<file path="config.mk">
export PLATFORM = sky130hd
export DESIGN_NAME = jets_csr
export DESIGN_NICKNAME = d
export VERILOG_FILES = /design/src/sv/jets_pkg.sv /design/src/sv/jets_csr.sv
export SDC_FILE = /design/constraint.sdc
export NUM_CORES = 1
export LEC_CHECK = 0
export BUFFER_PORTS_ARGS = -buffer_cell sky130_fd_sc_hd__buf_2
export CORE_MARGIN = 2
export CORE_UTILIZATION = 33
export CTS_CLUSTER_SIZE = 24
export DETAILED_ROUTE_END_ITERATION = 10
export PLACE_DENSITY_LB_ADDON = 0.08
export SYNTH_ARGS = -nofsm -noshare
export SYNTH_HDL_FRONTEND = slang
export SYNTH_SLANG_ARGS = --single-unit
</file>
<file path="constraint.sdc">
create_clock -name clock -period 2.2 [get_ports clock]
set_input_delay 0.11 -clock clock [delete_from_list [all_inputs] [get_ports clock]]
set_output_delay 0.11 -clock clock [all_outputs]
set_load 0.01 [all_outputs]
</file>
<file path="src/sv/jets_pkg.sv">
`timescale 1ns / 1ps
`default_nettype none
package jets_pkg;

   localparam int PALETTE_ENTRIES = 256;
   localparam int FRAC_BITS      = 28;
   localparam int QUEUE_DEPTH    = 2;

   localparam int COORD_WIDTH    = 32;
   localparam int POS_WIDTH      = 12;
   localparam int COUNT_WIDTH    = 16;
   localparam int PAL_OUT_WIDTH  = 8;
   localparam int CSR_ADDR_WIDTH = 5;
   localparam int CSR_IDX_WIDTH  = CSR_ADDR_WIDTH - 2;
   localparam int CSR_DATA_WIDTH = 32;
   localparam int REQ_DATA_WIDTH = 2 * POS_WIDTH;
   localparam int RSP_DATA_WIDTH = 2 * POS_WIDTH + COUNT_WIDTH + PAL_OUT_WIDTH;

   // register indexes, byte address is 4 * index
   localparam logic [CSR_IDX_WIDTH-1:0] CSR_X_ORIGIN   = 3'd0;
   localparam logic [CSR_IDX_WIDTH-1:0] CSR_Y_ORIGIN   = 3'd1;
   localparam logic [CSR_IDX_WIDTH-1:0] CSR_STEP_X     = 3'd2;
   localparam logic [CSR_IDX_WIDTH-1:0] CSR_STEP_Y     = 3'd3;
   localparam logic [CSR_IDX_WIDTH-1:0] CSR_C_REAL     = 3'd4;
   localparam logic [CSR_IDX_WIDTH-1:0] CSR_C_IMAG     = 3'd5;
   localparam logic [CSR_IDX_WIDTH-1:0] CSR_ITER_LIMIT = 3'd6;

   typedef struct packed {
      logic signed [COORD_WIDTH-1:0] x_origin;
      logic signed [COORD_WIDTH-1:0] y_origin;
      logic signed [COORD_WIDTH-1:0] step_x;
      logic signed [COORD_WIDTH-1:0] step_y;
      logic signed [COORD_WIDTH-1:0] c_real;
      logic signed [COORD_WIDTH-1:0] c_imag;
      logic [COUNT_WIDTH-1:0]        iteration_limit;
   } cfg_type;

   localparam cfg_type CFG_RESET = '{
      x_origin:        -32'sd536870912,
      y_origin:        -32'sd536870912,
      step_x:          32'sd0,
      step_y:          32'sd0,
      c_real:          -32'sd187904819,
      c_imag:          32'sd72517838,
      iteration_limit: 16'd256
   };

   typedef struct packed {
      logic [POS_WIDTH-1:0]          column;
      logic [POS_WIDTH-1:0]          row;
      logic signed [COORD_WIDTH-1:0] z_real;
      logic signed [COORD_WIDTH-1:0] z_imag;
   } point_type;

   typedef enum logic [1:0] {
      F_IDLE,
      F_MUL,
      F_PUSH
   } front_state_type;

   typedef enum logic [1:0] {
      B_IDLE,
      B_MUL,
      B_STEP,
      B_DONE
   } back_state_type;

   localparam logic signed [64:0] SAT_MAX = 65'sd2147483647;
   localparam logic signed [64:0] SAT_MIN = -65'sd2147483648;

   function automatic logic signed [COORD_WIDTH-1:0] sat32(input logic signed [64:0] v);
      logic signed [COORD_WIDTH-1:0] r;
      if (v > SAT_MAX) begin
         r = 32'sh7FFFFFFF;
      end else if (v < SAT_MIN) begin
         r = 32'sh80000000;
      end else begin
         r = $signed(v[COORD_WIDTH-1:0]);
      end
      return r;
   endfunction

endpackage
`default_nettype wire

</file>
<file path="src/sv/jets_csr.sv">
`timescale 1ns / 1ps
`default_nettype none
module jets_csr (
   input  wire logic                                    clock,
   input  wire logic                                    reset,
   input  wire logic                                    csr_psel,
   input  wire logic                                    csr_penable,
   input  wire logic                                    csr_pwrite,
   input  wire logic [jets_pkg::CSR_ADDR_WIDTH-1:0]     csr_paddr,
   input  wire logic [jets_pkg::CSR_DATA_WIDTH-1:0]     csr_pwdata,
   output logic      [jets_pkg::CSR_DATA_WIDTH-1:0]     csr_prdata,
   output logic                                         csr_pready,
   output jets_pkg::cfg_type                            cfg
);

   jets_pkg::cfg_type cfg_ff;
   jets_pkg::cfg_type cfg_in;
   logic [jets_pkg::CSR_IDX_WIDTH-1:0] idx;
   logic wr;

   assign csr_pready = 1'b1;
   assign idx = csr_paddr[jets_pkg::CSR_ADDR_WIDTH-1:2];
   assign wr  = csr_psel && csr_penable && csr_pwrite && csr_pready;
   assign cfg = cfg_ff;

   always_comb begin
      cfg_in = cfg_ff;
      if (wr) begin
         unique case (idx)
            jets_pkg::CSR_X_ORIGIN:   cfg_in.x_origin = $signed(csr_pwdata);
            jets_pkg::CSR_Y_ORIGIN:   cfg_in.y_origin = $signed(csr_pwdata);
            jets_pkg::CSR_STEP_X:     cfg_in.step_x   = $signed(csr_pwdata);
            jets_pkg::CSR_STEP_Y:     cfg_in.step_y   = $signed(csr_pwdata);
            jets_pkg::CSR_C_REAL:     cfg_in.c_real   = $signed(csr_pwdata);
            jets_pkg::CSR_C_IMAG:     cfg_in.c_imag   = $signed(csr_pwdata);
            jets_pkg::CSR_ITER_LIMIT: begin
               cfg_in.iteration_limit = csr_pwdata[jets_pkg::COUNT_WIDTH-1:0];
            end
            default: ;
         endcase
      end
   end

   always_ff @(posedge clock) begin
      if (reset) begin
         cfg_ff <= jets_pkg::CFG_RESET;
      end else begin
         cfg_ff <= cfg_in;
      end
   end

   always_comb begin
      unique case (idx)
         jets_pkg::CSR_X_ORIGIN:   csr_prdata = cfg_ff.x_origin;
         jets_pkg::CSR_Y_ORIGIN:   csr_prdata = cfg_ff.y_origin;
         jets_pkg::CSR_STEP_X:     csr_prdata = cfg_ff.step_x;
         jets_pkg::CSR_STEP_Y:     csr_prdata = cfg_ff.step_y;
         jets_pkg::CSR_C_REAL:     csr_prdata = cfg_ff.c_real;
         jets_pkg::CSR_C_IMAG:     csr_prdata = cfg_ff.c_imag;
         jets_pkg::CSR_ITER_LIMIT: begin
            csr_prdata = jets_pkg::CSR_DATA_WIDTH'(cfg_ff.iteration_limit);
         end
         default:                  csr_prdata = '0;
      endcase
   end

endmodule
`default_nettype wire

</file>
==> impl_metrics.env <==
export IMPL_grt_ovfl_total=0
export IMPL_synth_compound_area_share=0.140
export IMPL_synth_fa_ha_area_frac=0
export IMPL_largest_reg_flops=208
export IMPL_grt_pass1_wl_mm=54.6
export IMPL_synth_area_per_cell_sq_um=9.35
export IMPL_core_area_sq_um=29600
export IMPL_ctsResizeCount=0
export IMPL_endpoint_kind="output pin"
export IMPL_drv_slew=0
export IMPL_netlist_area_sq_um=9900
export IMPL_synth_fp_nets=1101
export IMPL_routed_via_count=9098
export IMPL_multiInputGateArea_sq_um=5150
export IMPL_synth_xor_area_frac=0
export IMPL_nets=1372
export IMPL_seqCellArea_sq_um=4160
export IMPL_cts_sinks=208
export IMPL_peakVddDrop_v=0.000476
export IMPL_clk_pin_slew_worst_paths_ns=0.06
export IMPL_place_gp_congestion=0.776
export IMPL_yosys_warnings=0
export IMPL_synth_top_cell_by_area="dfxtp_1"
export IMPL_hold_viol_final=0
export IMPL_fin_setup_tns_ns=0
export IMPL_syn_inst=1059
export IMPL_htreeDepth=1
export IMPL_netlist_top_cells_area="dfxtp_1 42%, mux2i_1 16%, nand2b_1 7.0%"
export IMPL_pin_count=283
export IMPL_relSlewSlack=0.537
export IMPL_drive_gt1_frac=0.304
export IMPL_die_height_microns=177
export IMPL_seq_area_frac_synth=0.421
export IMPL_rsz0062_at_grt="no"
export IMPL_power_density_nw_per_um2=668
export IMPL_synthArstFlopShare=0
export IMPL_period_needed_ns=1.87
export IMPL_required_ns=2.09
export IMPL_grt_pass1_vias=8698
export IMPL_start_util=0.335
export IMPL_start_kind="register"
export IMPL_synth_top_family_by_area="multiplexers"
export IMPL_antenna_found_initial=0
export IMPL_drc=0
export IMPL_antenna_cells=0
export IMPL_ctsHoldBuffers=33
export IMPL_cts_tree="yes"
export IMPL_row_count=63
export IMPL_synth_edf_count=0
export IMPL_wl_per_cell_microns=21.0
export IMPL_period_share=0.850
export IMPL_setup_violations=0
export IMPL_ys_ff_latch=208
export IMPL_tightest_slew_ns=0.691
export IMPL_cellLeakagePower_nw=5.62
export IMPL_placed_cells=1660
export IMPL_yosysTopAreaCellShare=0.421
export IMPL_synth_most_common_cell="dfxtp_1"
export IMPL_clock_path_buffers=3
export IMPL_numCtsBuffers=25
export IMPL_dr_pass1_iters=5
export IMPL_fmax_ghz=0.535
export IMPL_detail_route_antenna_nets=0
export IMPL_via_per_inst=5.24
export IMPL_grt_use_total=0.226
export IMPL_clk_latency_ns=0.51
export IMPL_synth_area_mux_share=0.215
export IMPL_synth_common_cells="208 x dfxtp_1, 161 x mux2i_1, 110 x nand2b_1"
export IMPL_cts_root_buf="clkbuf_16"
export IMPL_drv_cap=0
export IMPL_ys_types=37
export IMPL_hold_path_class="in -> reg"
export IMPL_wl_mm=36.4
export IMPL_synthSimpleGateAreaFrac=0.161
export IMPL_grt_max_degree=105
export IMPL_io_buffers=279
export IMPL_cp_data_arrival_time_ns=1.76
export IMPL_critPathKind="reg -> out"
export IMPL_post_cts_buffers=0
export IMPL_status="complete, no violations"
export IMPL_worstPathMaxFanout=3
export IMPL_drt_iter0_markers=728
export IMPL_area_growth_pct=28.7
export IMPL_nFillCells=2993
export IMPL_finClkSkew_ns=0
export IMPL_ys_flop_type="dfxtp_1"
export IMPL_die_x_microns=177
export IMPL_stdcell_count=1736
export IMPL_dp_hpwl_mm=23.9
export IMPL_die_area_sq_um=31400
[layer usage]
metal / wire, microns / global-route usage / share of wire
met5: 0 / 0 / 0
met4: 779 / 0.0551 / 0.021
met3: 2490 / 0.0410 / 0.068
met2: 17100 / 0.369 / 0.47
met1: 16100 / 0.308 / 0.44
[critical path, cell delays in order, from the launching register on]
cell,delay [ns]
dfxtp_1,0.34
mux4_2,0.47
mux2_2,0.30
buf_2,0.14
[metrics by stage]
step | util | hold WS, ns | worst slack, ns | power, mW | cell area, sq um
after CTS | 0.431 | 0.225 | 0.291 | 8.63 | 12700
after global routing | 0.431 | 0.257 | 0.225 | 8.85 | 12700
after floorplan | - | 0.258 | 0.919 | 4.35 | 9900
after detailed placement | 0.394 | 0.410 | 0.344 | 4.67 | 11600
after global placement | 0.394 | 0.401 | 0.367 | 4.67 | 11600
final | 0.431 | 0.230 | 0.331 | 8.51 | 12700
[final cells by class]
cell class | instances | share of cell area
Multi-Input combinational cell | 744 | 0.405
Sequential cell | 208 | 0.327
Timing Repair Buffer | 349 | 0.170
Clock buffer | 38 | 0.0577
Tap cell | 390 | 0.0383
Clock inverter | 5 | 0.00196
Inverter | 2 | 0.000589
[layout by cell type, fill, tap and decap left out, types with 12 or more instances in the layout]
| cell | Yosys | layout |
|---|---|---|
| buf_2 | 29 | 276 |
| o21ai_0 | 88 | 88 |
| a221oi_1 | 24 | 24 |
| buf_4 | 17 | 27 |
| nand2b_1 | 110 | 108 |
| dlygate4sd3_1 | 0 | 33 |
| nor2_1 | 61 | 59 |
| nand2_1 | 17 | 17 |
| mux2_2 | 36 | 36 |
| nand3_1 | 94 | 94 |
| dfxtp_1 | 208 | 208 |
| buf_12 | 0 | 12 |
| clkbuf_16 | 0 | 25 |
| mux2i_1 | 161 | 161 |
| a21oi_1 | 96 | 96 |
[worst paths after layout]
check | cells past startpoint | to | startpoint | slack (ns)
setup / recovery | 3 | csr_prdata[4] | cfg[180] | 0.33
hold / removal | 4 | cfg[34] | csr_paddr[4] | 0.23
setup reg to reg | 2 | cfg[143] | cfg[143] | 1.49
hold reg to reg | 2 | cfg[168] | cfg[168] | 0.48
[where the power goes]
| part | leakage [nW] | switching (mW) | internal, mW |
|---|---|---|---|
| registers | 1.68 | 0.0227 | 3.80 |
| clock network | 0.379 | 1.60 | 2.28 |
| logic | 3.56 | 0.497 | 0.311 |
[kinds of logic after synthesis]
kind of cell	Yosys count
multiplexers	202
other	1
AND/OR/NAND/NOR	297
buffers and inverters	107
flip-flops	208
AO/OA/AOI/OAI	244
Note: power is estimated with default switching activity, not from simulation.
