### src/sv/jets_pkg.sv
`timescale 1ns / 1ps
`default_nettype none
package jets_pkg;

   localparam int PALETTE_ENTRIES = 256;
   localparam int FRAC_BITS      = 28;
   localparam int QUEUE_DEPTH    = 2;

   localparam int COORD_WIDTH    = 32;
   localparam int POS_WIDTH      = 12;
   localparam int COUNT_WIDTH    = 16;
   localparam int PAL_OUT_WIDTH  = 8;
   localparam int CSR_ADDR_WIDTH = 5;
   localparam int CSR_IDX_WIDTH  = CSR_ADDR_WIDTH - 2;
   localparam int CSR_DATA_WIDTH = 32;
   localparam int REQ_DATA_WIDTH = 2 * POS_WIDTH;
   localparam int RSP_DATA_WIDTH = 2 * POS_WIDTH + COUNT_WIDTH + PAL_OUT_WIDTH;

   // register indexes, byte address is 4 * index
   localparam logic [CSR_IDX_WIDTH-1:0] CSR_X_ORIGIN   = 3'd0;
   localparam logic [CSR_IDX_WIDTH-1:0] CSR_Y_ORIGIN   = 3'd1;
   localparam logic [CSR_IDX_WIDTH-1:0] CSR_STEP_X     = 3'd2;
   localparam logic [CSR_IDX_WIDTH-1:0] CSR_STEP_Y     = 3'd3;
   localparam logic [CSR_IDX_WIDTH-1:0] CSR_C_REAL     = 3'd4;
   localparam logic [CSR_IDX_WIDTH-1:0] CSR_C_IMAG     = 3'd5;
   localparam logic [CSR_IDX_WIDTH-1:0] CSR_ITER_LIMIT = 3'd6;

   typedef struct packed {
      logic signed [COORD_WIDTH-1:0] x_origin;
      logic signed [COORD_WIDTH-1:0] y_origin;
      logic signed [COORD_WIDTH-1:0] step_x;
      logic signed [COORD_WIDTH-1:0] step_y;
      logic signed [COORD_WIDTH-1:0] c_real;
      logic signed [COORD_WIDTH-1:0] c_imag;
      logic [COUNT_WIDTH-1:0]        iteration_limit;
   } cfg_type;

   localparam cfg_type CFG_RESET = '{
      x_origin:        -32'sd536870912,
      y_origin:        -32'sd536870912,
      step_x:          32'sd0,
      step_y:          32'sd0,
      c_real:          -32'sd187904819,
      c_imag:          32'sd72517838,
      iteration_limit: 16'd256
   };

   typedef struct packed {
      logic [POS_WIDTH-1:0]          column;
      logic [POS_WIDTH-1:0]          row;
      logic signed [COORD_WIDTH-1:0] z_real;
      logic signed [COORD_WIDTH-1:0] z_imag;
   } point_type;

   typedef enum logic [1:0] {
      F_IDLE,
      F_MUL,
      F_PUSH
   } front_state_type;

   typedef enum logic [1:0] {
      B_IDLE,
      B_MUL,
      B_STEP,
      B_DONE
   } back_state_type;

   localparam logic signed [64:0] SAT_MAX = 65'sd2147483647;
   localparam logic signed [64:0] SAT_MIN = -65'sd2147483648;

   function automatic logic signed [COORD_WIDTH-1:0] sat32(input logic signed [64:0] v);
      logic signed [COORD_WIDTH-1:0] r;
      if (v > SAT_MAX) begin
         r = 32'sh7FFFFFFF;
      end else if (v < SAT_MIN) begin
         r = 32'sh80000000;
      end else begin
         r = $signed(v[COORD_WIDTH-1:0]);
      end
      return r;
   endfunction

endpackage
`default_nettype wire

### src/sv/jets_front.sv
`timescale 1ns / 1ps
`default_nettype none
module jets_front (
   input  wire logic                                 clock,
   input  wire logic                                 reset,
   input  wire jets_pkg::cfg_type                    cfg,
   input  wire logic                                 req_tvalid,
   output logic                                      req_tready,
   input  wire logic [jets_pkg::REQ_DATA_WIDTH-1:0]  req_tdata,
   output logic                                      push_valid,
   input  wire logic                                 push_ready,
   output jets_pkg::point_type                       push_data
);

   localparam int PROD_WIDTH = jets_pkg::COORD_WIDTH + jets_pkg::POS_WIDTH + 1;

   jets_pkg::front_state_type state_ff, state_in;
   logic [jets_pkg::POS_WIDTH-1:0] col_ff, col_in;
   logic [jets_pkg::POS_WIDTH-1:0] row_ff, row_in;
   logic signed [PROD_WIDTH-1:0]   prod_x_ff, prod_x_in;
   logic signed [PROD_WIDTH-1:0]   prod_y_ff, prod_y_in;
   logic signed [64:0]             sum_x, sum_y;
   logic                           accept;

   assign accept = req_tvalid && req_tready;

   always_comb begin
      state_in = state_ff;
      unique case (state_ff)
         jets_pkg::F_IDLE: if (accept) state_in = jets_pkg::F_MUL;
         jets_pkg::F_MUL:  state_in = jets_pkg::F_PUSH;
         jets_pkg::F_PUSH: if (push_ready) state_in = jets_pkg::F_IDLE;
         default:          state_in = jets_pkg::F_IDLE;
      endcase
   end

   always_comb begin
      req_tready = (state_ff == jets_pkg::F_IDLE);
      push_valid = (state_ff == jets_pkg::F_PUSH);
   end

   always_ff @(posedge clock) begin
      if (reset) begin
         state_ff <= jets_pkg::F_IDLE;
      end else begin
         state_ff <= state_in;
      end
   end

   // index times step, then origin plus offset with saturation
   always_comb begin
      col_in    = accept ? req_tdata[jets_pkg::POS_WIDTH-1:0] : col_ff;
      row_in    = accept ? req_tdata[jets_pkg::REQ_DATA_WIDTH-1:jets_pkg::POS_WIDTH] : row_ff;
      prod_x_in = $signed({1'b0, col_ff}) * cfg.step_x;
      prod_y_in = $signed({1'b0, row_ff}) * cfg.step_y;
   end

   always_ff @(posedge clock) begin
      col_ff    <= col_in;
      row_ff    <= row_in;
      prod_x_ff <= prod_x_in;
      prod_y_ff <= prod_y_in;
   end

   assign sum_x = 65'(cfg.x_origin) + 65'(prod_x_ff);
   assign sum_y = 65'(cfg.y_origin) + 65'(prod_y_ff);

   always_comb begin
      push_data.column = col_ff;
      push_data.row    = row_ff;
      push_data.z_real = jets_pkg::sat32(sum_x);
      push_data.z_imag = jets_pkg::sat32(sum_y);
   end

endmodule
`default_nettype wire

### config.mk
export PLATFORM = sky130hd
export DESIGN_NAME = jets_front
export DESIGN_NICKNAME = d
export VERILOG_FILES = /design/src/sv/jets_pkg.sv /design/src/sv/jets_front.sv
export SDC_FILE = /design/constraint.sdc
export NUM_CORES = 2
export LEC_CHECK = 0
export BUFFER_PORTS_ARGS = -buffer_cell sky130_fd_sc_hd__buf_2
export CORE_ASPECT_RATIO = 0.6
export CORE_UTILIZATION = 37
export DETAILED_ROUTE_END_ITERATION = 12
export GPL_ROUTABILITY_DRIVEN = 0
export SLEW_MARGIN = 5
export SYNTH_ARGS = -nofsm -noshare
export SYNTH_HDL_FRONTEND = slang
export SYNTH_SLANG_ARGS = --single-unit
### constraint.sdc
create_clock -name clock -period 7.6 [get_ports clock]
set_clock_uncertainty 0.1 [all_clocks]
set_input_delay 0.38 -clock clock [delete_from_list [all_inputs] [get_ports clock]]
set_output_delay 0.38 -clock clock [all_outputs]
set_load 0.05 [all_outputs]
==> results.md <==
* Die width at 398 um
* Hold wc startpoint: push_ready
* Gr usage total at approximately 23%
* Number of clock buffers inserted by TritonCTS at 17
* Layout Area Growth over Synthesis at 9.66%
* DR iter-0 viols at 2209
* Hold Crit Endpoint: state_ff[1]$_SDFFE_PP0P_
* Initial antenna violation count at 15
* Max Cap Viol at 0
* Critical path startpoint category: register
* Ratio of cells with drive above 1 in the final layout at 9.15%
* Worst R2R Path Depth at 21
* Clock sink total at 116
* Clock Pin Slew Worst Setup and Hold Paths at ~0.070 ns
* Most frequently used flop master after synthesis: sky130_fd_sc_hd__dfxtp_1
* Storage element area at 2560 sq um
* Wire length reported by the detailed router at 106 mm
* WP data arrival at 7.50 ns
* Highest net fanout along the worst path at 14
* Total via count after detailed routing at 27700
* Average vias per placed instance at 5.04
* Cell area after synthesis at between 30000 and 40000 sq um
* Library cell contributing the largest single delay on the critical path: sky130_fd_sc_hd__edfxtp_1
* Critical path capture point type: register
* Result of the run: finished clean
* IO Port Bufs at roughly 250
* Setup repair after global routing missed its margin: no
* Longest individual stage delay on the worst path at around 0.82 ns
* Detail-routed net length per standard cell at 19.3 um
* H-tree levels at 4
* Syn. warnings at 0
* Total DRC errors in the routed layout at 0
* Area of the multi-input gates at 28200 sq um
* Number of global-route vias before repair at 27600
* Clock tree from TritonCTS: built
* Internal reg-to-reg setup slack at ~0.42 ns
* Nets@finish at between 5000 and 6000
* Final clock period utilization by the worst path at 94.5%
* WP data required at between 7 and 8 ns
* Standard-cell row count at 86
* Clk_lat worst skew at around 0.5 ns
* Final global-route overflow total at 0
* Critical path's most frequent cell: sky130_fd_sc_hd__fa_1
* Residual antenna-violating net count after detailed routing at 0
* Crit path time final at 7.18 ns
* Setup TNS after final layout at 0 ns
* Number of stages on the worst hold path at 4
* Slew Limit Fails at 0
* Part of the Yosys area used for sequential elements at 7.34%
* Longest Clk Path Bufs at 2
* Largest net degree at the start of global routing at 32
* Cells after Synth at 4078
* Count of final hold-check violations at 0
* Starting density of the core at around 38%
* Normalized max-slew margin at 25.4%
* Tightest Pin Transition at approximately 1.1 ns
* Global-route wire length before repair at between 150 and 200 mm
* Cell-by-cell trace of the critical path: buf_4 -> nand2_1 -> fa_1 -> fa_1 -> inv_1 -> fa_1 -> fa_1 -> inv_1 -> fa_1 -> inv_1 -> ha_1 -> a21o_1 -> a21o_1 -> a21o_1 -> o31ai_1 -> o21ai_1 -> a2111oi_0 -> o31a_1 -> nand2b_1 -> nor2b_1 -> xnor2_1
* Top-level I/O count at 326
* Die Outline Area at between 90000 and 100000 sq um
* #FFs+latches synth at 116
* Critical path class: register to register
* Area of the core region at 92600 sq um
* Number of iterations in the first detailed-routing pass at 5
* Peak clock frequency supported by timing at 139 MHz
* Count of filler cells inserted in the layout at between 9000 and 10000
* Buffer and inverter count on the worst path at 4
* Post-synth net total at 5280
* Final HPWL DP at 90.0 mm
* Setup-violating endpoint count in the final report at 0
* Clock Root Buffer: sky130_fd_sc_hd__clkbuf_16
* Vertical die dimension at 240 um
* Library cells used by synthesis at 78
* Hold crit path type: primary input to register
* Source of the worst register-to-register timing path: col_ff[4]$_DFFE_PP_
* Fraction of registers with async set or reset after synthesis at 0%
* Endpoint of the most critical register-to-register path: prod_x_ff[40]$_DFF_P_
* Count of flip-flops with a built-in enable after synthesis at 24
* Crit-path leading delay family: adder cells
* Per-instance average area after synthesis at 8.56 sq um
[worst min-delay path, stage by stage]
cell and delay (ns):
sky130_fd_sc_hd__buf_2 0.10, sky130_fd_sc_hd__inv_1 0.05, sky130_fd_sc_hd__a21oi_1 0.06, sky130_fd_sc_hd__nor2_1 0.07
[routing by layer]
layer / global-route usage, % / routed length (um)
met5: 0.765 / 166
met4: 3.51 / 978
met3: 8.51 / 13500
met2: 26.8 / 36500
met1: 37.4 / 54800
[stage by stage]
step                instance area, sq um  utilization [%]  instances  hold WS, ns  setup WS [ns]
floorplan                          34900                -       4078        0.352          0.973
global placement                   37400             40.3       5426        0.445          0.463
detailed placement                 37400             40.3       5426        0.457          0.299
CTS                                38200             41.3       5483       0.0508          0.286
global route                       38300             41.3       5494        0.111         0.0706
finish                             38300             41.3       5495       0.0905          0.419
[how the worst max path moves through the flow]
stage | startpoint | to | slack, ns | cells past startpoint
3_5_place_dp | row_ff[3]$_DFFE_PP_ | prod_y_ff[41]$_DFF_P_ | 0.30 | 22
6_report | col_ff[4]$_DFFE_PP_ | prod_x_ff[40]$_DFF_P_ | 0.42 | 21
4_1_cts | row_ff[3]$_DFFE_PP_ | prod_y_ff[41]$_DFF_P_ | 0.29 | 22
3_3_place_gp | row_ff[3]$_DFFE_PP_ | prod_y_ff[41]$_DFF_P_ | 0.46 | 22
2_1_floorplan | row_ff[1]$_DFFE_PP_ | prod_y_ff[43]$_DFF_P_ | 0.97 | 23
5_1_grt | col_ff[8]$_DFFE_PP_ | prod_x_ff[40]$_DFF_P_ | 0.07 | 21
[area by class of cell]
class                           count  area share, %
Clock inverter                     14          0.369
Tap cell                         1232           4.03
Inverter                          908           8.91
Sequential cell                   116           6.70
Antenna cell                       10         0.0654
Multi-Input combinational cell   2871           73.8
Clock buffer                       18           1.18
Timing Repair Buffer              326           4.99
[timing repair]
| action | CTS | global route |
|---|---|---|
| setup endpoints to repair | 0 | 4 |
| hold buffers | 25 | 0 |
| setup buffers | 0 | 2 |
| hold endpoints to repair | 26 | 0 |
| gates resized for setup | 0 | 1 |
[cells by family (layout without fill, tap and decap cells)]
family                     count (synthesis)  in the layout  share of synthesized area, %
buffers and inverters                   1091           1266                          11.8
AOI/OAI and AO/OA                        591            591                          11.2
adders and majority gates                966            966                          49.2
other                                      0             10                             0
muxes                                      2              2                        0.0574
and+or+nand+nor                         1150           1150                          16.3
DFF                                      116            116                          7.34
xor gates and xnor gates                 162            162                          4.07
[cell usage after synthesis (8+ instances only)]
library cell               instances  area share, %
sky130_fd_sc_hd__inv_1           908            9.8
sky130_fd_sc_hd__fa_1            678             39
sky130_fd_sc_hd__nand2_1         519            5.6
sky130_fd_sc_hd__and2_1          347            6.2
sky130_fd_sc_hd__ha_1            288             10
sky130_fd_sc_hd__a21oi_1         172            2.5
sky130_fd_sc_hd__clkbuf_1        171            1.8
sky130_fd_sc_hd__xnor2_1         105            2.6
sky130_fd_sc_hd__a21o_1          101            2.2
sky130_fd_sc_hd__o21ai_0          95            1.4
sky130_fd_sc_hd__dfxtp_1          92            5.3
sky130_fd_sc_hd__nor2_1           76           0.82
sky130_fd_sc_hd__xor2_1           57            1.4
sky130_fd_sc_hd__nand3_1          41           0.59
sky130_fd_sc_hd__nand4_1          32           0.57
sky130_fd_sc_hd__o21ai_2          30           0.75
sky130_fd_sc_hd__o21a_1           28           0.60
sky130_fd_sc_hd__o21bai_1         26           0.56
sky130_fd_sc_hd__edfxtp_1         24            2.1
sky130_fd_sc_hd__nor2b_1          23           0.41
sky130_fd_sc_hd__nor3_1           23           0.33
sky130_fd_sc_hd__nand2b_1         22           0.39
sky130_fd_sc_hd__a31oi_1          19           0.34
sky130_fd_sc_hd__a211oi_1         16           0.34
sky130_fd_sc_hd__o211ai_1         15           0.32
sky130_fd_sc_hd__and3_1           12           0.22
sky130_fd_sc_hd__or3_1            11           0.20
sky130_fd_sc_hd__nor4_1           10           0.18
sky130_fd_sc_hd__o31ai_1          10           0.22
sky130_fd_sc_hd__a21boi_0          8           0.17
sky130_fd_sc_hd__buf_2             8           0.11
[state kept, by name, indices dropped and copies added, names as in the netlist]
name	flops
prod_x_ff	45
prod_y_ff	45
col_ff	12
row_ff	12
state_ff	2
[layout by cell type (no fill, tap or decap), drive strengths merged, types with 11 or more instances in the layout]
cell type / instances
xor2: 57
edfxtp: 24
dfxtp: 92
nand3: 41
a21o: 101
a21oi: 172
xnor2: 105
inv: 915
clkbuf: 18
nor2b: 23
nand2b: 22
nor3: 23
nand4: 32
o21ai: 131
a211oi: 17
and2: 347
or3: 11
o21bai: 26
and3: 12
o21a: 28
o211ai: 15
nand2: 519
a31oi: 19
fa: 678
nor2: 76
ha: 288
dlygate4sd3: 25
buf: 301
Power is not shown: default switching activity piles up to over one toggle a cycle in this logic, so the estimate is an artifact.
