### src/sv/jets_pkg.sv
`timescale 1ns / 1ps
`default_nettype none
package jets_pkg;

   localparam int PALETTE_ENTRIES = 256;
   localparam int FRAC_BITS      = 28;
   localparam int QUEUE_DEPTH    = 2;

   localparam int COORD_WIDTH    = 32;
   localparam int POS_WIDTH      = 12;
   localparam int COUNT_WIDTH    = 16;
   localparam int PAL_OUT_WIDTH  = 8;
   localparam int CSR_ADDR_WIDTH = 5;
   localparam int CSR_IDX_WIDTH  = CSR_ADDR_WIDTH - 2;
   localparam int CSR_DATA_WIDTH = 32;
   localparam int REQ_DATA_WIDTH = 2 * POS_WIDTH;
   localparam int RSP_DATA_WIDTH = 2 * POS_WIDTH + COUNT_WIDTH + PAL_OUT_WIDTH;

   // register indexes, byte address is 4 * index
   localparam logic [CSR_IDX_WIDTH-1:0] CSR_X_ORIGIN   = 3'd0;
   localparam logic [CSR_IDX_WIDTH-1:0] CSR_Y_ORIGIN   = 3'd1;
   localparam logic [CSR_IDX_WIDTH-1:0] CSR_STEP_X     = 3'd2;
   localparam logic [CSR_IDX_WIDTH-1:0] CSR_STEP_Y     = 3'd3;
   localparam logic [CSR_IDX_WIDTH-1:0] CSR_C_REAL     = 3'd4;
   localparam logic [CSR_IDX_WIDTH-1:0] CSR_C_IMAG     = 3'd5;
   localparam logic [CSR_IDX_WIDTH-1:0] CSR_ITER_LIMIT = 3'd6;

   typedef struct packed {
      logic signed [COORD_WIDTH-1:0] x_origin;
      logic signed [COORD_WIDTH-1:0] y_origin;
      logic signed [COORD_WIDTH-1:0] step_x;
      logic signed [COORD_WIDTH-1:0] step_y;
      logic signed [COORD_WIDTH-1:0] c_real;
      logic signed [COORD_WIDTH-1:0] c_imag;
      logic [COUNT_WIDTH-1:0]        iteration_limit;
   } cfg_type;

   localparam cfg_type CFG_RESET = '{
      x_origin:        -32'sd536870912,
      y_origin:        -32'sd536870912,
      step_x:          32'sd0,
      step_y:          32'sd0,
      c_real:          -32'sd187904819,
      c_imag:          32'sd72517838,
      iteration_limit: 16'd256
   };

   typedef struct packed {
      logic [POS_WIDTH-1:0]          column;
      logic [POS_WIDTH-1:0]          row;
      logic signed [COORD_WIDTH-1:0] z_real;
      logic signed [COORD_WIDTH-1:0] z_imag;
   } point_type;

   typedef enum logic [1:0] {
      F_IDLE,
      F_MUL,
      F_PUSH
   } front_state_type;

   typedef enum logic [1:0] {
      B_IDLE,
      B_MUL,
      B_STEP,
      B_DONE
   } back_state_type;

   localparam logic signed [64:0] SAT_MAX = 65'sd2147483647;
   localparam logic signed [64:0] SAT_MIN = -65'sd2147483648;

   function automatic logic signed [COORD_WIDTH-1:0] sat32(input logic signed [64:0] v);
      logic signed [COORD_WIDTH-1:0] r;
      if (v > SAT_MAX) begin
         r = 32'sh7FFFFFFF;
      end else if (v < SAT_MIN) begin
         r = 32'sh80000000;
      end else begin
         r = $signed(v[COORD_WIDTH-1:0]);
      end
      return r;
   endfunction

endpackage
`default_nettype wire

### src/sv/jets_fifo.sv
`timescale 1ns / 1ps
`default_nettype none
module jets_fifo #(
   parameter int DEPTH = jets_pkg::QUEUE_DEPTH
) (
   input  wire logic          clock,
   input  wire logic          reset,
   input  wire logic          push_valid,
   output logic               push_ready,
   input  wire jets_pkg::point_type push_data,
   input  wire logic          pop,
   output logic               pop_valid,
   output jets_pkg::point_type pop_data
);

   localparam int PTR_WIDTH = (DEPTH > 1) ? $clog2(DEPTH) : 1;
   localparam int CNT_WIDTH = $clog2(DEPTH + 1);
   localparam logic [PTR_WIDTH-1:0] PTR_LAST = PTR_WIDTH'(DEPTH - 1);
   localparam logic [CNT_WIDTH-1:0] CNT_FULL = CNT_WIDTH'(DEPTH);

   jets_pkg::point_type entry_ff [DEPTH];
   logic [PTR_WIDTH-1:0] wr_ptr_ff, wr_ptr_in;
   logic [PTR_WIDTH-1:0] rd_ptr_ff, rd_ptr_in;
   logic [CNT_WIDTH-1:0] fill_ff, fill_in;
   logic push;

   assign push_ready = (fill_ff != CNT_FULL);
   assign pop_valid  = (fill_ff != '0);
   assign push       = push_valid && push_ready;
   assign pop_data   = entry_ff[rd_ptr_ff];

   always_comb begin
      wr_ptr_in = wr_ptr_ff;
      rd_ptr_in = rd_ptr_ff;
      fill_in   = fill_ff;
      if (push) begin
         wr_ptr_in = (wr_ptr_ff == PTR_LAST) ? '0 : wr_ptr_ff + 1'b1;
      end
      if (pop) begin
         rd_ptr_in = (rd_ptr_ff == PTR_LAST) ? '0 : rd_ptr_ff + 1'b1;
      end
      unique case ({push, pop})
         2'b10:   fill_in = fill_ff + 1'b1;
         2'b01:   fill_in = fill_ff - 1'b1;
         default: fill_in = fill_ff;
      endcase
   end

   always_ff @(posedge clock) begin
      if (reset) begin
         wr_ptr_ff <= '0;
         rd_ptr_ff <= '0;
         fill_ff   <= '0;
      end else begin
         wr_ptr_ff <= wr_ptr_in;
         rd_ptr_ff <= rd_ptr_in;
         fill_ff   <= fill_in;
      end
   end

   always_ff @(posedge clock) begin
      if (push) begin
         entry_ff[wr_ptr_ff] <= push_data;
      end
   end

endmodule
`default_nettype wire

### config.mk
export PLATFORM = sky130hd
export DESIGN_NAME = jets_fifo
export DESIGN_NICKNAME = d
export VERILOG_FILES = /design/src/sv/jets_pkg.sv /design/src/sv/jets_fifo.sv
export SDC_FILE = /design/constraint.sdc
export NUM_CORES = 1
export LEC_CHECK = 0
export BUFFER_PORTS_ARGS = -buffer_cell sky130_fd_sc_hd__buf_2
export CAP_MARGIN = 20
export CORE_MARGIN = 2
export CORE_UTILIZATION = 28
export DETAILED_ROUTE_END_ITERATION = 8
export PLACE_DENSITY = 0.56
export SYNTH_ARGS = -nofsm -noshare
export SYNTH_HDL_FRONTEND = slang
export SYNTH_SLANG_ARGS = --single-unit
export TNS_END_PERCENT = 1
### constraint.sdc
create_clock -name clock -period 9.95 [get_ports clock]
set_input_delay 1.99 -clock clock [delete_from_list [all_inputs] [get_ports clock]]
set_output_delay 1.99 -clock clock [all_outputs]
set_load 0.02 [all_outputs]
==> impl_results.md, run 1 <==
* Run status: complete, no violations
* Setup Viol. Count Final at 0
* # fillers at 2,236
* Commonest cells after routing, fill and taps aside: sky130_fd_sc_hd__buf_2, sky130_fd_sc_hd__edfxtp_1, sky130_fd_sc_hd__mux2_2
* Synthesis-to-finish area growth at 28.4%
* Hold Vio Cnt, Final at 0
* Class of the tightest hold or removal check: reg -> reg
* Mean instance size in the synthesized netlist at 22.1 um^2
* Later-pin clock latency in the skew report at 0.41 ns
* Multi-input logic area at 1110 um^2
* CTS tree: built
* Most area-consuming cells after synthesis: sky130_fd_sc_hd__edfxtp_1, sky130_fd_sc_hd__mux2_2, sky130_fd_sc_hd__dfxtp_1, sky130_fd_sc_hd__buf_6, sky130_fd_sc_hd__buf_2
* Final cell area excluding filler cells at 8440 um^2
* Startpoint of the lowest-slack hold path: fill_ff[1]
* Worst-Margin Slew at 0.722 ns
* Post-synthesis cell type with the largest combined area: sky130_fd_sc_hd__edfxtp_1
* Endpoint of the worst-slack reg-to-reg timing path: entry_ff[0][7]
* Area post-placement at 7840 um^2
* H-tree Lvls at 4
* Reported leakage power at 0.00309 uW
* Compound-gate portion of the synthesized area at 0.00381
* Core footprint at 23,300 um^2
* Reg-to-reg slack, setup at 7.61 ns
* Worst-case clock skew at 0.00995 ns
* Worst path arrival time at 2.40 ns
* Distinct cell type count of the synthesized netlist at 20
* Adder-Cell Fraction of Synth Area at 0.00190
* Placer congestion estimate at 0.690
* Vias post-DR at 3,385
* Post-synthesis share of cell area spent on xor and xnor gates at 0.00400
* Ports placed on the boundary at 182
* Number of input and output port buffers inserted at 181
* Total Die Area at 24,700 um^2
* Die boundary width at 157 um
* DRC marker count from the first detailed-route iteration at 108
* Crit path capture: pop_data[48]
* Max Slew Vio Count at 0
* Total overflow reported by the global router at 0
* Proportion of synthesized flip-flops having asynchronous set or reset at 0
* Number of violations of the max-capacitance limit at 0
* First-pass GRT wire length at 19,200 um
* Gr usage total at 0.104
* Number of instances in the synthesized netlist at 297
* Crit Reg-Reg Startpoint: fill_ff[0]
* Remaining antenna violation count after routing at 0
* Minimum clock period after layout at 4.39 ns
* Commonest non-fill, non-tap cell in the layout: sky130_fd_sc_hd__buf_2
* Worst vdd rail ir drop at 0.000134 V
* Placement Rows at 56
* Fraction of post-synthesis cell area in the top cell type by area at 0.804
* Seq cells post-synth at 181
* Chip Height at 157 um
* Register area share after synthesis at 0.819
* Count of yosys warnings during synthesis at 0
* Setup repair after global routing missed its margin: false
* Worst Setup Path Type: reg -> out
* Worst slew margin at 0.518
* Post-detailed-route wirelength per cell at 15.9 um
* Router iterations before antenna repair at 4
* Number of hold-repair buffers added at the cts stage at 0
* CTS buffer count at 17
* Number of antenna violations at the first check in global routing at 2
* Top fanout value on the critical path at 52
* Startpoint class of the critical path: register
* Total clock sinks at 181
* Hold Slack at 0.515 ns
* Final nets at 583
* Sequential standard cell area at 5390 um^2
* Maximum number of buffers from clock root to sink at 2
* Highest cell delay on the worst timing path at 0.69 ns
* Final TNS setup at 0 ns
* Required time at the worst-slack endpoint at 7.96 ns
* Post-Synth Simple-Gate Area at 0.00723
* Nature of the critical path endpoint: primary output
* Synthesized area at 6570 um^2
* Vias per inst at 4.12
* Power per Cell Area at 223 nW/um^2
* Tcrit/Tclk final at 0.441
* Quantity of gates resized following cts at 0
* Effective utilization at floorplan at 0.283
* Clock Root Buffer: sky130_fd_sc_hd__clkbuf_16
* Final HPWL from detailed placement at 8500 um
* Reg2Reg Depth at 4
* Dominant combinational cell family by area after synthesis: multiplexers
* Share of final-layout standard cells stronger than drive strength 1 at 0.610
* Highest Clock Rate at 228 MHz
* Worst-path clk slew at 0.07 ns
* Number of global-route vias before repair at 3,631
* Number of design rule violations left after detail routing at 0
* Number of setup buffers added after CTS at 0
* Synth Flop Type: sky130_fd_sc_hd__edfxtp_1
* Count of flip-flops with a built-in enable after synthesis at 176
* Number of nets produced by synthesis at 390
* Largest net degree at the start of global routing at 53
* Critical-path cell with the highest stage delay: sky130_fd_sc_hd__buf_4
* Multiplexer area fraction after synthesis at 0.152
* Ordered cell list for the critical path: buf_4 -> mux2_2 -> buf_2
* Total wire length at 13,100 um
flip-flops by register name (all words and copies together) (netlist names), named ones only:
name,cells
entry_ff,176
fill_ff,2
rd_ptr_ff,1
wr_ptr_ff,1
worst max-delay path: cells and delay by family, from the launching register on:
family	cells	cell delay, ns
buffers and inverters	2	0.85
flip-flops	1	0.68
multiplexers	1	0.43
cells by family after synthesis:
kind of cell	Yosys count
buf+inv	11
flops	181
fa+ha+maj	1
simple gates	9
xor+xnor	3
compound gates	4
mux	88
per-stage QoR:
step | cells | power (uW) | util | setup slack (ns)
2_1_floorplan | 297 | 1130 | - | 5.41
3_3_place_gp | 790 | 1210 | 0.337 | 5.95
3_5_place_dp | 790 | 1220 | 0.337 | 5.92
4_1_cts | 821 | 1920 | 0.363 | 5.45
5_1_grt | 821 | 1970 | 0.363 | 5.37
6_report | 822 | 1880 | 0.363 | 5.56
routing by layer:
metal / share of wire / track usage / up-vias
li1: - / - / 1556
met2: 0.48 / 0.175 / 117
met4: 0.012 / 0.0342 / 2
met5: 0.00099 / 0 / -
met3: 0.075 / 0.0427 / 12
met1: 0.43 / 0.122 / 1698
layout make-up:
class,instances,area share
Antenna cell,1,0.000297
Sequential cell,181,0.639
Tap cell,319,0.0473
Multi-Input combinational cell,105,0.132
Clock buffer,17,0.0504
Clock inverter,14,0.0206
Inverter,1,0.000741
Timing Repair Buffer,184,0.110
worst min-delay path by stage:
stage / to / slack (ns) / cells after the start
after CTS: fill_ff[1] / 0.51 / 2
after global routing: fill_ff[1] / 0.53 / 2
final: fill_ff[1] / 0.51 / 2
after global placement: fill_ff[1] / 0.48 / 2
after floorplan: fill_ff[1] / 0.46 / 2
after detailed placement: fill_ff[1] / 0.50 / 2
power by group:
group	switching (uW)	leakage, uW	internal, uW
sequential	21.5	0.00169	916
combinational	162	0.00111	101
clock	283	0.000291	397
synthesized netlist by cell type, drive strengths merged (2+ instances only):
master	number
xnor2	2
dfxtp	5
mux2	88
edfxtp	176
nor2	3
buf	10
a21oi	2
No activity file was read; power rests on OpenSTA's default activity.
==> inputs of run 2 (changes only) <==
Clock period 9.95 ns to 4.2 ns, I/O delays scaled along.
==> run 2 against run 1 <==
  * Sequential power increased by 140%
  * Wire length fell by 3.8%
  * Utilization is 0.065 points higher
  * Cell area rose by 0.18%
  * Critical endpoint is now pop_data[58]
  * Highest routed layer is now met4
==> impl_results.md, run 2 (synthesis results as in run 1) <==
* Chip Height at 157 um (unchanged)
* Commonest cells after routing, fill and taps aside: sky130_fd_sc_hd__buf_2, sky130_fd_sc_hd__edfxtp_1, sky130_fd_sc_hd__mux2_2
* Final TNS setup at 0 ns (unchanged)
* Worst vdd rail ir drop at 0.000215 V (+61%)
* Core footprint at 23,300 um^2 (unchanged)
* Multi-input logic area at 1110 um^2 (unchanged)
* Number of design rule violations left after detail routing at 0 (unchanged)
* Final HPWL from detailed placement at 8190 um (-3.6%)
* Minimum clock period after layout at 2.86 ns
* Post-detailed-route wirelength per cell at 15.3 um (-3.9%)
* Remaining antenna violation count after routing at 0 (unchanged)
* Die boundary width at 157 um (unchanged)
* Tcrit/Tclk final at 0.680
* CTS buffer count at 17 (unchanged)
* Number of violations of the max-capacitance limit at 0 (unchanged)
* Share of final-layout standard cells stronger than drive strength 1 at 0.609 (about the same)
* Total overflow reported by the global router at 0 (unchanged)
* Gr usage total at 0.102 (-0.00280)
* Number of input and output port buffers inserted at 181 (unchanged)
* Largest registers in the final layout: entry_ff (176), fill_ff (2)
* Total placed cells including tap cells at 791 (+0.13%)
* Max Slew Vio Count at 0 (unchanged)
* Worst Setup Path Type: reg -> out
* Number of buffers and inverters on the critical path at 2 (unchanged)
* Nature of the critical path endpoint: primary output
* Sw Share at 0.251 (+0.00333)
* Sequential standard cell area at 5390 um^2 (unchanged)
* Largest net degree at the start of global routing at 54 (+1.9%)
* Synthesis-to-finish area growth at 28.6%
* Worst hold path depth at 2 (unchanged)
* Required time at the worst-slack endpoint at 3.36 ns (-4.60 ns)
* Internal portion of total power at 3300 uW (+130%)
* DRC marker count from the first detailed-route iteration at 160 (+48%)
* Vias post-DR at 3,331 (-1.6%)
* Highest cell delay on the worst timing path at 0.67 ns (-0.02 ns)
* Category of cells accounting for the largest share of critical-path delay: flip-flops
* H-tree Lvls at 4 (unchanged)
* Number of setup buffers added after CTS at 0 (unchanged)
* Final cell area excluding filler cells at 8450 um^2 (+0.18%)
* Class of the tightest hold or removal check: reg -> reg
* Critical-path cell with the highest stage delay: sky130_fd_sc_hd__dfxtp_4
* Worst path arrival time at 2.02 ns (-0.38 ns)
* Total wire length at 12,600 um (-3.8%)
* Run status: complete, no violations
* Count of cell instances traversed by the critical path at 3 (unchanged)
* Setup Viol. Count Final at 0 (unchanged)
* Final non-filler cell total at 823 (+0.12%)
* Top fanout value on the critical path at 53 (+1.9%)
* Count of inserted antenna diode cells at 0 (-1)
* # fillers at 2,229 (-0.31%)
* Worst-path clk slew at 0.07 ns (about the same)
* Total clock sinks at 181 (unchanged)
* Placement Rows at 56 (unchanged)
* Clock Power Share at 0.354 (-0.008)
* Endpoint of the worst-slack reg-to-reg timing path: entry_ff[0][29]
* Later-pin clock latency in the skew report at 0.41 ns (about the same)
* Area post-placement at 7880 um^2 (+0.51%)
* Largest Register: entry_ff
* Combinational Power Share at 0.143 (+0.003)
* Hold Vio Cnt, Final at 0 (unchanged)
* Vias per inst at 4.05 (-1.7%)
* Commonest non-fill, non-tap cell in the layout: sky130_fd_sc_hd__buf_2
* Reported leakage power at 0.00309 uW (-0.11%)
* Placer congestion estimate at 0.671 (-2.8%)
* Crit Reg-Reg Startpoint: fill_ff[0]
* Ports placed on the boundary at 182 (unchanged)
* Maximum number of buffers from clock root to sink at 2 (unchanged)
* Worst-Margin Slew at 0.636 ns (-0.0859 ns)
* Worst slew margin at 0.576 (+0.0573)
* Flip-flop count of the largest register after layout at 176 (unchanged)
* Startpoint class of the critical path: register
* Total Die Area at 24,700 um^2 (unchanged)
* Quantity of gates resized following cts at 0 (unchanged)
* Net switching power at 1110 uW (+140%)
* Number of hold-repair buffers added at the cts stage at 0 (unchanged)
* Final nets at 584 (+0.17%)
* Seq pwr share at 0.503 (+0.005)
* Effective utilization at floorplan at 0.283 (unchanged)
* Power per Cell Area at 521 nW/um^2 (+130%)
* Number of antenna violations at the first check in global routing at 0 (-2)
* Worst-case clock skew at 0.00560 ns (-0.00435 ns)
* CTS tree: built
* Reg-to-reg slack, setup at 1.98 ns (-5.63 ns)
* Setup repair after global routing missed its margin: false
* Reg2Reg Depth at 4 (unchanged)
* Ordered cell list for the critical path: buf_16 -> mux2_2 -> buf_2
* First-pass GRT wire length at 18,900 um (-1.5%)
* Number of global-route vias before repair at 3,563 (-1.9%)
* Highest Clock Rate at 350 MHz
* Clock Root Buffer: sky130_fd_sc_hd__clkbuf_16
* Router iterations before antenna repair at 4 (unchanged)
* Crit path capture: pop_data[58]
## run 2: changes by cell type in the layout (fill, tap and decap cells not counted), sizes merged
cell / previous run / this run
buf: 184 / 185
bufinv: 3 / 2
clkbuf: 17 / 18
clkinv: 6 / 5
clkinvlp: 1 / 3
diode: 1 / 0
## run 2: per-stage QoR
stage | hold WS (ns) | setup WS [ns] | util | total power [uW]
after floorplan | 0.461 | 0.808 | - | 2670
after global placement | 0.476 | 1.56 | 0.337 | 2880
after detailed placement | 0.498 | 1.57 | 0.339 | 2900
after CTS | 0.514 | 1.25 | 0.363 | 4490
after global routing | 0.574 | 1.20 | 0.363 | 4610
final | 0.518 | 1.34 | 0.363 | 4410
## run 2: worst min path at each step
stage / startpoint / endpoint / slack, ns
floorplan: fill_ff[1] / fill_ff[1] / 0.46
global placement: fill_ff[1] / fill_ff[1] / 0.48
detailed placement: fill_ff[1] / fill_ff[1] / 0.50
CTS: fill_ff[1] / fill_ff[1] / 0.51
global route: fill_ff[1] / fill_ff[1] / 0.57
finish: rd_ptr_ff / rd_ptr_ff / 0.52
## run 2: power groups by stage
stage	logic, uW	clock network (uW)	registers [uW]
floorplan	422	0	2250
global placement	609	0	2270
detailed placement	643	0	2260
CTS	647	1620	2220
global route	685	1690	2230
finish	631	1560	2220
## run 2: cell type report
cell class | instances | area share
Clock buffer | 18 | 0.0508
Inverter | 1 | 0.000740
Tap cell | 319 | 0.0472
Multi-Input combinational cell | 105 | 0.132
Sequential cell | 181 | 0.637
Timing Repair Buffer | 185 | 0.115
Clock inverter | 14 | 0.0175
## run 2: worst min-delay path: cells and delay by family (launching register included)
| family | cells | cell delay, ns |
|---|---|---|
| DFF | 1 | 0.32 |
| xor gates and xnor gates | 1 | 0.08 |
| and+or+nand+nor | 1 | 0.08 |
## run 2: layer usage
layer,global-route usage,vias to the layer above,share of wire
li1,-,1559,-
met1,0.120,1647,0.42
met5,0,-,0
met4,0.0364,0,0.010
met3,0.0432,8,0.077
met2,0.166,117,0.49
